**config.mk**
```make
export PLATFORM = sky130hd
export DESIGN_NAME = brq_ctrl
export DESIGN_NICKNAME = d
export VERILOG_FILES = /design/src/hdl/brq_pkg.sv /design/src/hdl/brq_ctrl.sv
export SDC_FILE = /design/constraint.sdc
export NUM_CORES = 1
export LEC_CHECK = 0
export ABC_AREA = 0
export BUFFER_PORTS_ARGS = -buffer_cell sky130_fd_sc_hd__buf_2
export CAP_MARGIN = 15
export CORE_AREA = 8 8 45 47
export CTS_BUF_LIST = sky130_fd_sc_hd__clkbuf_2
export DETAILED_ROUTE_END_ITERATION = 16
export DIE_AREA = 0 0 53 55
export GPL_TIMING_DRIVEN = 0
export PLACE_DENSITY = 0.54
export SLEW_MARGIN = 20
export SYNTH_ARGS = -nofsm -noshare
export SYNTH_HDL_FRONTEND = slang
export SYNTH_SLANG_ARGS = --single-unit
```
**constraint.sdc**
```tcl
create_clock -name clk -period 1.11 [get_ports clk]
set_input_delay 0.222 -clock clk [delete_from_list [all_inputs] [get_ports clk]]
set_output_delay 0.222 -clock clk [all_outputs]
set_load 0.1 [all_outputs]
```
**src/hdl/brq_pkg.sv**
```systemverilog
`default_nettype none

package brq_pkg;

  // Field widths of the stream payloads
  localparam int TYPE_W      = 2;
  localparam int LEN_W       = 4;
  localparam int DATA_W      = 64;
  localparam int STAT_W      = 3;
  localparam int FILL_W      = 13;
  localparam int BYTES       = DATA_W / 8;
  localparam int LANE_W      = $clog2(BYTES);
  localparam int IN_TDATA_W  = ((LEN_W + DATA_W + 7) / 8) * 8;
  localparam int OUT_TDATA_W = ((STAT_W + DATA_W + FILL_W + 7) / 8) * 8;

  // Configuration port
  localparam int CFG_W     = 4;
  localparam int CFG_IDX_W = 1;
  localparam logic [CFG_IDX_W-1:0] CFG_ENABLE   = 1'b0;
  localparam logic [CFG_IDX_W-1:0] CFG_CAP_LOG2 = 1'b1;
  localparam logic [CFG_W-1:0]     CAP_LOG2_RST = 4'd12;

  typedef enum logic [TYPE_W-1:0] {
    REQ_ENQ  = 2'd0,
    REQ_DEQ  = 2'd1,
    REQ_PEEK = 2'd2,
    REQ_NOP  = 2'd3
  } req_type_t;

  typedef enum logic [STAT_W-1:0] {
    ST_OK     = 3'd0,
    ST_UNINIT = 3'd1,
    ST_ZERO   = 3'd2,
    ST_OVER   = 3'd3,
    ST_UNDER  = 3'd4
  } status_t;

  // Controller -> datapath commands
  typedef struct packed {
    logic accept;    // latch the request
    logic check;     // latch the status of the request
    logic wr_en;     // write one byte to the store
    logic rd_en;     // issue one byte read
    logic wr_done;   // advance the write count by the length
    logic rd_done;   // last read data lands, advance read count on dequeue
    logic load_out;  // move the result into the output register
  } cmd_t;

  // Datapath -> controller status
  typedef struct packed {
    logic do_write;  // request is an accepted enqueue
    logic do_read;   // request is an accepted dequeue or peek
    logic last;      // byte index is at the last byte of the request
  } sts_t;

endpackage

`default_nettype wire

```
**src/hdl/brq_ctrl.sv**
```systemverilog
`default_nettype none

module brq_ctrl (
  input  wire logic           clk,
  input  wire logic           rst_n,
  input  wire logic           in_tvalid,
  output logic                in_tready,
  output logic                out_tvalid,
  input  wire logic           out_tready,
  input  wire brq_pkg::sts_t  sts,
  output brq_pkg::cmd_t       cmd
);

  typedef enum logic [2:0] {
    S_IDLE,
    S_CHECK,
    S_WRITE,
    S_READ,
    S_DRAIN,
    S_DONE
  } state_t;

  state_t state_r;
  logic   out_tvalid_r;
  logic   out_free;

  assign out_free = !out_tvalid_r || out_tready;

  // Commands decoded from the state
  always_comb begin
    cmd          = '0;
    cmd.accept   = (state_r == S_IDLE) && in_tvalid;
    cmd.check    = (state_r == S_CHECK);
    cmd.wr_en    = (state_r == S_WRITE);
    cmd.wr_done  = (state_r == S_WRITE) && sts.last;
    cmd.rd_en    = (state_r == S_READ);
    cmd.rd_done  = (state_r == S_DRAIN);
    cmd.load_out = (state_r == S_DONE) && out_free;
  end

  assign in_tready  = (state_r == S_IDLE);
  assign out_tvalid = out_tvalid_r;

  // State and output valid
  always_ff @(posedge clk) begin
    if (!rst_n) begin
      state_r      <= S_IDLE;
      out_tvalid_r <= 1'b0;
    end else begin
      if (cmd.load_out) begin
        out_tvalid_r <= 1'b1;
      end else if (out_tready) begin
        out_tvalid_r <= 1'b0;
      end
      case (state_r)
        S_IDLE: begin
          if (in_tvalid) begin
            state_r <= S_CHECK;
          end
        end
        S_CHECK: begin
          if (sts.do_write) begin
            state_r <= S_WRITE;
          end else if (sts.do_read) begin
            state_r <= S_READ;
          end else begin
            state_r <= S_DONE;
          end
        end
        S_WRITE: begin
          if (sts.last) begin
            state_r <= S_DONE;
          end
        end
        S_READ: begin
          if (sts.last) begin
            state_r <= S_DRAIN;
          end
        end
        S_DRAIN: begin
          state_r <= S_DONE;
        end
        S_DONE: begin
          if (out_free) begin
            state_r <= S_IDLE;
          end
        end
        default: begin
          state_r <= S_IDLE;
        end
      endcase
    end
  end

  // An accepted request is checked in the next cycle
  a_accept_check: assert property (@(posedge clk) disable iff (!rst_n)
    (in_tvalid && in_tready) |=> (state_r == S_CHECK))
    else $error("accepted request not checked");

  // A pending result is never overwritten
  a_no_overwrite: assert property (@(posedge clk) disable iff (!rst_n)
    cmd.load_out |-> (!out_tvalid_r || out_tready))
    else $error("result register overwritten");

  // A result appears only after a request was finished
  a_valid_source: assert property (@(posedge clk) disable iff (!rst_n)
    $rose(out_tvalid) |-> $past(state_r == S_DONE))
    else $error("result without finished request");

endmodule

`default_nettype wire

```
* Word-level counts from Yosys, hierarchy flattened
Index checks and enable logic that the tools add are counted.
Word-level totals: bits in registers 4, latch bits 0, bits in writable memories 0, ROM bits 0, output and inout port bits 9, word-level logic and storage cells 28, memories kept 0
Operators by class: $add $sub $neg 0, multiply operators 0, divide/modulo/power cells 0, magnitude comparators 0, equality and inequality tests 9, shift-type cells 0, muxes and demuxes 9, bitwise logic cells 0, reductions and logical operators 8
Operators with widths (number):
- two-way mux 3 bit | 6
- case mux 3 bit (6 select lines) | 1
- != test 2 bit (second input constant) | 4
- == test 3 x 2 -> 1 bit (second input constant) | 2
- == test 3 bit (second input constant) | 2
- AND reduction 4 bit | 1
- == test 3 x 1 -> 1 bit (second input constant) | 1
- logical AND 1 bit | 3
- logical NOT 3 bit | 1
- two-way mux 1 bit | 2
- nonzero test 2 bit | 1
- logical NOT 1 bit | 1
- logical OR 1 bit | 1

* Longest topological paths before layout
Gate-level depths: netlist (run 1).
word-level depth 4, depth in mapped cells 4

* Least setup slack after synthesis (run 1)
Ideal clock, no wire load.
path kind reg2out, from reg state_r[2], to out cmd[6] (netlist bit), arrival 3.533 ns, setup slack -2.645 ns, cell stages (with the launch flop) 4, path buffers 1, path through dfxtp_1 -> clkbuf_1 -> nor3_1 -> and2_1
RTL lines:
- start, declared | line brq_ctrl.sv:23 | state_t state_r;
- start signal, assigned | line brq_ctrl.sv:47 | state_r <= S_IDLE;
- start signal, assigned | line brq_ctrl.sv:58 | state_r <= S_CHECK;
- start signal, assigned | line brq_ctrl.sv:63 | state_r <= S_WRITE;
- end, declared | line brq_ctrl.sv:11 | output brq_pkg::cmd_t cmd

==> flow_summary.json, run 1 <==
{
  "clock_latency_ns": 0.22,
  "grt_antenna_before_repair": 0,
  "fp-row-count": 14,
  "power_mw": 1.01,
  "drive_gt1_share_pct": 79.0,
  "cp.arrival_ns": 1.26,
  "rsz0062_at_grt": "yes",
  "crit_start": "state_r[2]",
  "clock.fmax_ghz": 0.676,
  "hold_path_startpoint": "rst_n",
  "die_h_um": 55,
  "multi_input_area_um2": 250,
  "clock_sinks": 4,
  "finalSetupViolCount": 11,
  "initial_core_util_pct": 20.4,
  "criticalPathCategory": "reg -> out",
  "dp.cells": 65,
  "cpPeakStageDelay_ns": 0.32,
  "syn2layout_area_growth_pct": 142,
  "drcViolationCount": 0,
  "synth_top_area_share_pct": 28.3,
  "cts_root_buf": "clkbuf_2",
  "totalWireLength_um": 955,
  "finClkSkew_ns": 0.0178,
  "final_cells": 78,
  "timing.rr.start": "state_r[2]",
  "critPathCaptureType": "output pin",
  "worstSetupStartpointType": "flop",
  "via_count": 342,
  "antenna_left": 0,
  "grt_max_degree": 8,
  "regArea_um2": 90.1,
  "fp.dieW_um": 53,
  "holdWs_ns": 0.265,
  "n_fill_cell": 128,
  "synthFlopType": "dfxtp_1",
  "io-pin-count": 16,
  "slowest_stage": "dfxtp_2",
  "cts_hold_buf": 0,
  "slew_headroom_pct": 81.0,
  "crit_chain": "buf_8 -> nor2b_4 -> nor2b_4 -> and2_4 -> buf_12",
  "clkTransAtPathRegs_ns": 0.06,
  "syn_area_um2": 283,
  "n_antenna_cell": 0,
  "utilization_pct": 49.5,
  "hp-class": "in -> reg",
  "cts_buffers": 3,
  "synthesis.nets": 41,
  "place_congestion": 0.687,
  "reg2reg_slack_ns": -0.19,
  "place_hpwl_um": 612,
  "power_density_mw_per_mm2": 1470,
  "synthArstFlopShare_pct": 0,
  "holdPathStages": 2,
  "max_cap_viol_count": 0,
  "synth_top_cell_by_area": "dfxtp_1",
  "drt_pass1_iterations": 2,
  "violations": "setup timing",
  "reg2reg_to": "state_r[0]",
  "drt_iter0_drc": 1,
  "setup_ws_ns": -0.369,
  "yosys.cell_types.count": 23,
  "timing.final.crit_share_pct": 133,
  "ys_top_cells_by_area": "dfxtp_1, and2_1, nor2b_1",
  "htreeDepth": 1,
  "viasPerCell": 4.38,
  "cts_tree": "built",
  "cts_buffer_depth": 2,
  "grt_usage_pct": 7.10,
  "crit_buf_inv": 2,
  "synth_edf_count": 0,
  "synth_commonest_cells": "and2_1, dfxtp_1, nor2b_1",
  "post_drt_wl_per_cell_um": 12.2,
  "grt.overflow.total": 0,
  "yosys_warnings": 0,
  "port_buffers": 15,
  "syn_area_per_cell_um2": 8.32,
  "crit_fanout": 7,
  "grt_pass1_wl_um": 1520,
  "peakVddDrop_mv": 0.717,
  "synth-seq-cells": 4,
  "core_mm2": 0.00138,
  "leakage_nw": 0.294,
  "min_to": "out_tvalid",
  "crit_family": "simple AND/OR/NAND/NOR gates",
  "cp.required_ns": 0.89,
  "finalHoldViolations": 0,
  "slew_viol_final": 0,
  "dieArea_mm2": 0.00292,
  "worstMarginPinSlew_ns": 0.284,
  "worstRegToRegCells": 6,
  "nNetsFinal": 70,
  "grt_pass1_vias": 355,
  "synth_cells": 34,
  "finalCriticalPeriod_ns": 1.48,
  "cp_common_cell": "nor2b_4",
  "status": "finished, violations left",
  "ys_seq_area_share_pct": 28.3
}
## worst max path at each step
stage	endpoint	slack [ns]	cells after the start
after global routing	cmd[2]	-0.42	5
after detailed placement	cmd[2]	-0.50	5
final	cmd[2]	-0.37	5
after global placement	cmd[2]	-0.49	5
after floorplan	cmd[6]	-0.84	3
after CTS	cmd[2]	-0.38	5
## report_power, final
part	internal, mW	switching (mW)
Sequential	0.160	0.0156
Clock	0.0952	0.0674
Combinational	0.286	0.388
Total	0.541	0.471
## cells by family after synthesis
kind of cell / synth area share, %
AND/OR/NAND/NOR: 37.6
XOR/XNOR: 3.10
flip-flops: 28.3
AO/OA/AOI/OAI: 15.0
buffers and inverters: 8.40
multiplexers: 7.52
## state kept, by name, summed over array words and instances, names as in the netlist
signal      cells
out_tvalid      1
state_r         3
## metal layers
layer | global-route usage, % | wire length (um) | part of all wire (%) | up-vias
met1 | 6.69 | 362 | 38 | 160
met2 | 13.3 | 541 | 57 | 7
met3 | 4.01 | 36 | 3.8 | 2
met5 | 0 | 0 | 0 | -
li1 | - | - | - | 173
met4 | 1.29 | 15 | 1.6 | 0
## layout make-up
class / count / share of cell area [%]
Sequential cell: 4 / 13.1
Buffer: 2 / 3.83
Multi-Input combinational cell: 26 / 36.5
Tap cell: 16 / 2.92
Timing Repair Buffer: 25 / 40.1
Clock buffer: 4 / 2.92
Inverter: 1 / 0.547
## cells in the final DEF, fill, tap and decap left out
master and n:
a21boi_1 1, a21oi_1 1, a21oi_2 1, a221oi_1 1, and2_4 4, buf_12 7, buf_2 6, buf_4 9
buf_6 3, buf_8 2, clkbuf_2 4, dfxtp_2 2, dfxtp_4 2, inv_1 1, mux2_4 1, mux2i_1 1
nand2_1 2, nand2b_1 1, nand3b_1 1, nor2_1 1, nor2_4 1, nor2b_4 3, nor3_4 1, nor3b_2 1
nor3b_4 1, o211ai_1 1, o21ai_1 1, or4b_4 1, xnor2_1 1
## metrics by stage
stage | setup WS [ns] | setup TNS [ns] | area [um^2]
after floorplan | -0.843 | -3.04 | 358
after global placement | -0.494 | -2.42 | 453
after detailed placement | -0.503 | -2.46 | 453
after CTS | -0.377 | -2.72 | 634
after global routing | -0.420 | -3.20 | 686
final | -0.369 | -2.63 | 686
## timing repair
item	in CTS	in global routing
gates resized for setup	35	10
endpoints found under the setup margin	10	11
cloned	1	0
setup buffers	4	5
pin swaps	5	6
Power figures use the tool's default switching activity.
==> run 2: changes to the inputs <==
--- a/config.mk
+++ b/config.mk
@@ -8,12 +8,14 @@
 export ABC_AREA = 0
 export BUFFER_PORTS_ARGS = -buffer_cell sky130_fd_sc_hd__buf_2
 export CAP_MARGIN = 15
+export CELL_PAD_IN_SITES_DETAIL_PLACEMENT = 0
+export CELL_PAD_IN_SITES_GLOBAL_PLACEMENT = 1
 export CORE_AREA = 8 8 45 47
 export CTS_BUF_LIST = sky130_fd_sc_hd__clkbuf_2
 export DETAILED_ROUTE_END_ITERATION = 16
 export DIE_AREA = 0 0 53 55
 export GPL_TIMING_DRIVEN = 0
-export PLACE_DENSITY = 0.54
+export PLACE_DENSITY = 0.69
 export SLEW_MARGIN = 20
 export SYNTH_ARGS = -nofsm -noshare
 export SYNTH_HDL_FRONTEND = slang
==> flow_summary.json, run 2 (synthesis results as in run 1) <==
{
  "status": "finished, violations left",
  "violations": "setup timing",
  "crit_chain": "nor2b_4 -> nor2b_4 -> and2_4 -> buf_12",
  "grt.overflow.total": 0,
  "initial_core_util_pct": 20.4,
  "grt_antenna_before_repair": 0,
  "crit_fanout": 6,
  "fp.dieW_um": 53,
  "io-pin-count": 16,
  "final_cell_mix": "buf_12, buf_2, buf_6, and2_4, clkbuf_2",
  "min_to": "out_tvalid",
  "drive_gt1_share_pct": 80.7,
  "grt_pass1_wl_um": 1350,
  "via_count": 333,
  "drcViolationCount": 0,
  "setup_ws_ns": -0.365,
  "slowest_stage": "dfxtp_4",
  "holdPathStages": 2,
  "peakVddDrop_mv": 0.701,
  "finalHoldViolations": 0,
  "grt_max_degree": 7,
  "worstMarginPinSlew_ns": 0.299,
  "hold_path_startpoint": "rst_n",
  "htreeDepth": 1,
  "antenna_left": 0,
  "timing.final.crit_share_pct": 133,
  "cp.arrival_ns": 1.25,
  "clock.fmax_ghz": 0.678,
  "reg2reg_slack_ns": -0.05,
  "cts_buffer_depth": 2,
  "slew_viol_final": 0,
  "max_cap_viol_count": 0,
  "finClkSkew_ns": 0.0197,
  "totalWireLength_um": 932,
  "clkTransAtPathRegs_ns": 0.06,
  "largest_reg_flops": 3,
  "post_drt_wl_per_cell_um": 12.8,
  "dp_slack_ns": -0.486,
  "dieArea_mm2": 0.00292,
  "clock_latency_ns": 0.23,
  "crit_buf_inv": 1,
  "cp.required_ns": 0.89,
  "regMostFlops": "state_r",
  "cts_root_buf": "clkbuf_2",
  "place_congestion": 0.667,
  "final_common_cell": "buf_12",
  "viasPerCell": 4.56,
  "power_density_mw_per_mm2": 1510,
  "worstRegToRegCells": 3,
  "rsz0062_at_grt": "yes",
  "core_mm2": 0.00138,
  "critPathCaptureType": "output pin",
  "n_antenna_cell": 0,
  "cts_buffers": 3,
  "port_buffers": 15,
  "crit_family": "simple AND/OR/NAND/NOR gates",
  "cts_hold_buf": 0,
  "nNetsFinal": 65,
  "fp-row-count": 14,
  "worstSetupStartpointType": "flop",
  "clock_sinks": 4,
  "grt_pass1_vias": 321,
  "die_h_um": 55,
  "timing.rr.start": "state_r[1]",
  "cp_common_cell": "nor2b_4",
  "drt_iter0_drc": 3,
  "fin_setup_tns_ns": -2.14,
  "finalCriticalPeriod_ns": 1.48,
  "cts_tree": "built",
  "place_hpwl_um": 621,
  "finalSetupViolCount": 10,
  "reg2reg_to": "state_r[2]",
  "leakage_nw": 0.266,
  "grt_usage_pct": 6.45,
  "slew_headroom_pct": 80.0,
  "criticalPathCategory": "reg -> out",
  "hp-class": "in -> reg",
  "drt_pass1_iterations": 4,
  "syn2layout_area_growth_pct": 131,
  "cpPeakStageDelay_ns": 0.38
}
[run 2: changes by cell type in the layout (fill, tap and decap cells not counted)]
cell,previous run,this run
buf_4,9,3
dfxtp_2,2,1
mux2_2,0,1
a221oi_1,1,0
buf_12,7,8
mux2_4,1,0
nor2_1,1,0
buf_8,2,0
dfxtp_4,2,3
buf_6,3,4
nor2_2,0,1
a221oi_2,0,1
buf_2,6,7
[run 2: area by class of cell]
| cell class | instances | area [um^2] |
|---|---|---|
| sequential | 4 | 92.6 |
| timing repair buffer | 21 | 251 |
| inverter | 1 | 3.75 |
| fill | 131 | 729 |
| clock buffer | 4 | 20.0 |
| buffer | 1 | 11.3 |
| tap | 16 | 20.0 |
| multi-input combinational | 26 | 255 |
[run 2: worst max-delay path by stage]
stage | start | to | slack, ns | cells past startpoint
after floorplan | state_r[1] | cmd[6] | -0.84 | 3
final | state_r[1] | cmd[2] | -0.37 | 4
after detailed placement | state_r[1] | cmd[2] | -0.49 | 5
after CTS | state_r[2] | cmd[2] | -0.38 | 5
after global placement | state_r[1] | cmd[2] | -0.49 | 5
after global routing | state_r[1] | cmd[2] | -0.42 | 4
[run 2: where the power goes]
part / switching, mW / internal, mW
Clock: 0.0725 / 0.0950
Combinational: 0.377 / 0.261
Sequential: 0.0249 / 0.160
[run 2: stage by stage]
stage	cell area [um^2]	util, %	power, mW	std cells	hold slack [ns]
floorplan	358	-	0.594	34	0.370
global placement	453	32.7	0.656	65	0.484
detailed placement	453	32.7	0.657	65	0.500
CTS	644	46.6	0.986	74	0.266
global route	654	47.3	1.03	73	0.266
finish	654	47.3	0.991	73	0.262
[run 2: timing repair]
action                                  CTS  global route
pin swaps                                 7             3
buffers inserted                          4             1
gates resized for setup                  37             9
cloned                                    1             0
endpoints found under the setup margin   10            12
[run 2: worst register-to-register path, delay by kind of cell, from the launching register on]
family	cells	cell delay, ns
buffers and inverters	1	0.15
and+or+nand+nor	1	0.48
DFF	1	0.36
AOI/OAI and AO/OA	1	0.13
[run 2: layer usage]
layer,share of wire (%),vias up,global-route usage [%]
met4,2.8,0,2.59
met3,11,4,5.08
met5,0,-,0
met2,52,11,10.4
met1,34,156,6.09
li1,-,162,-
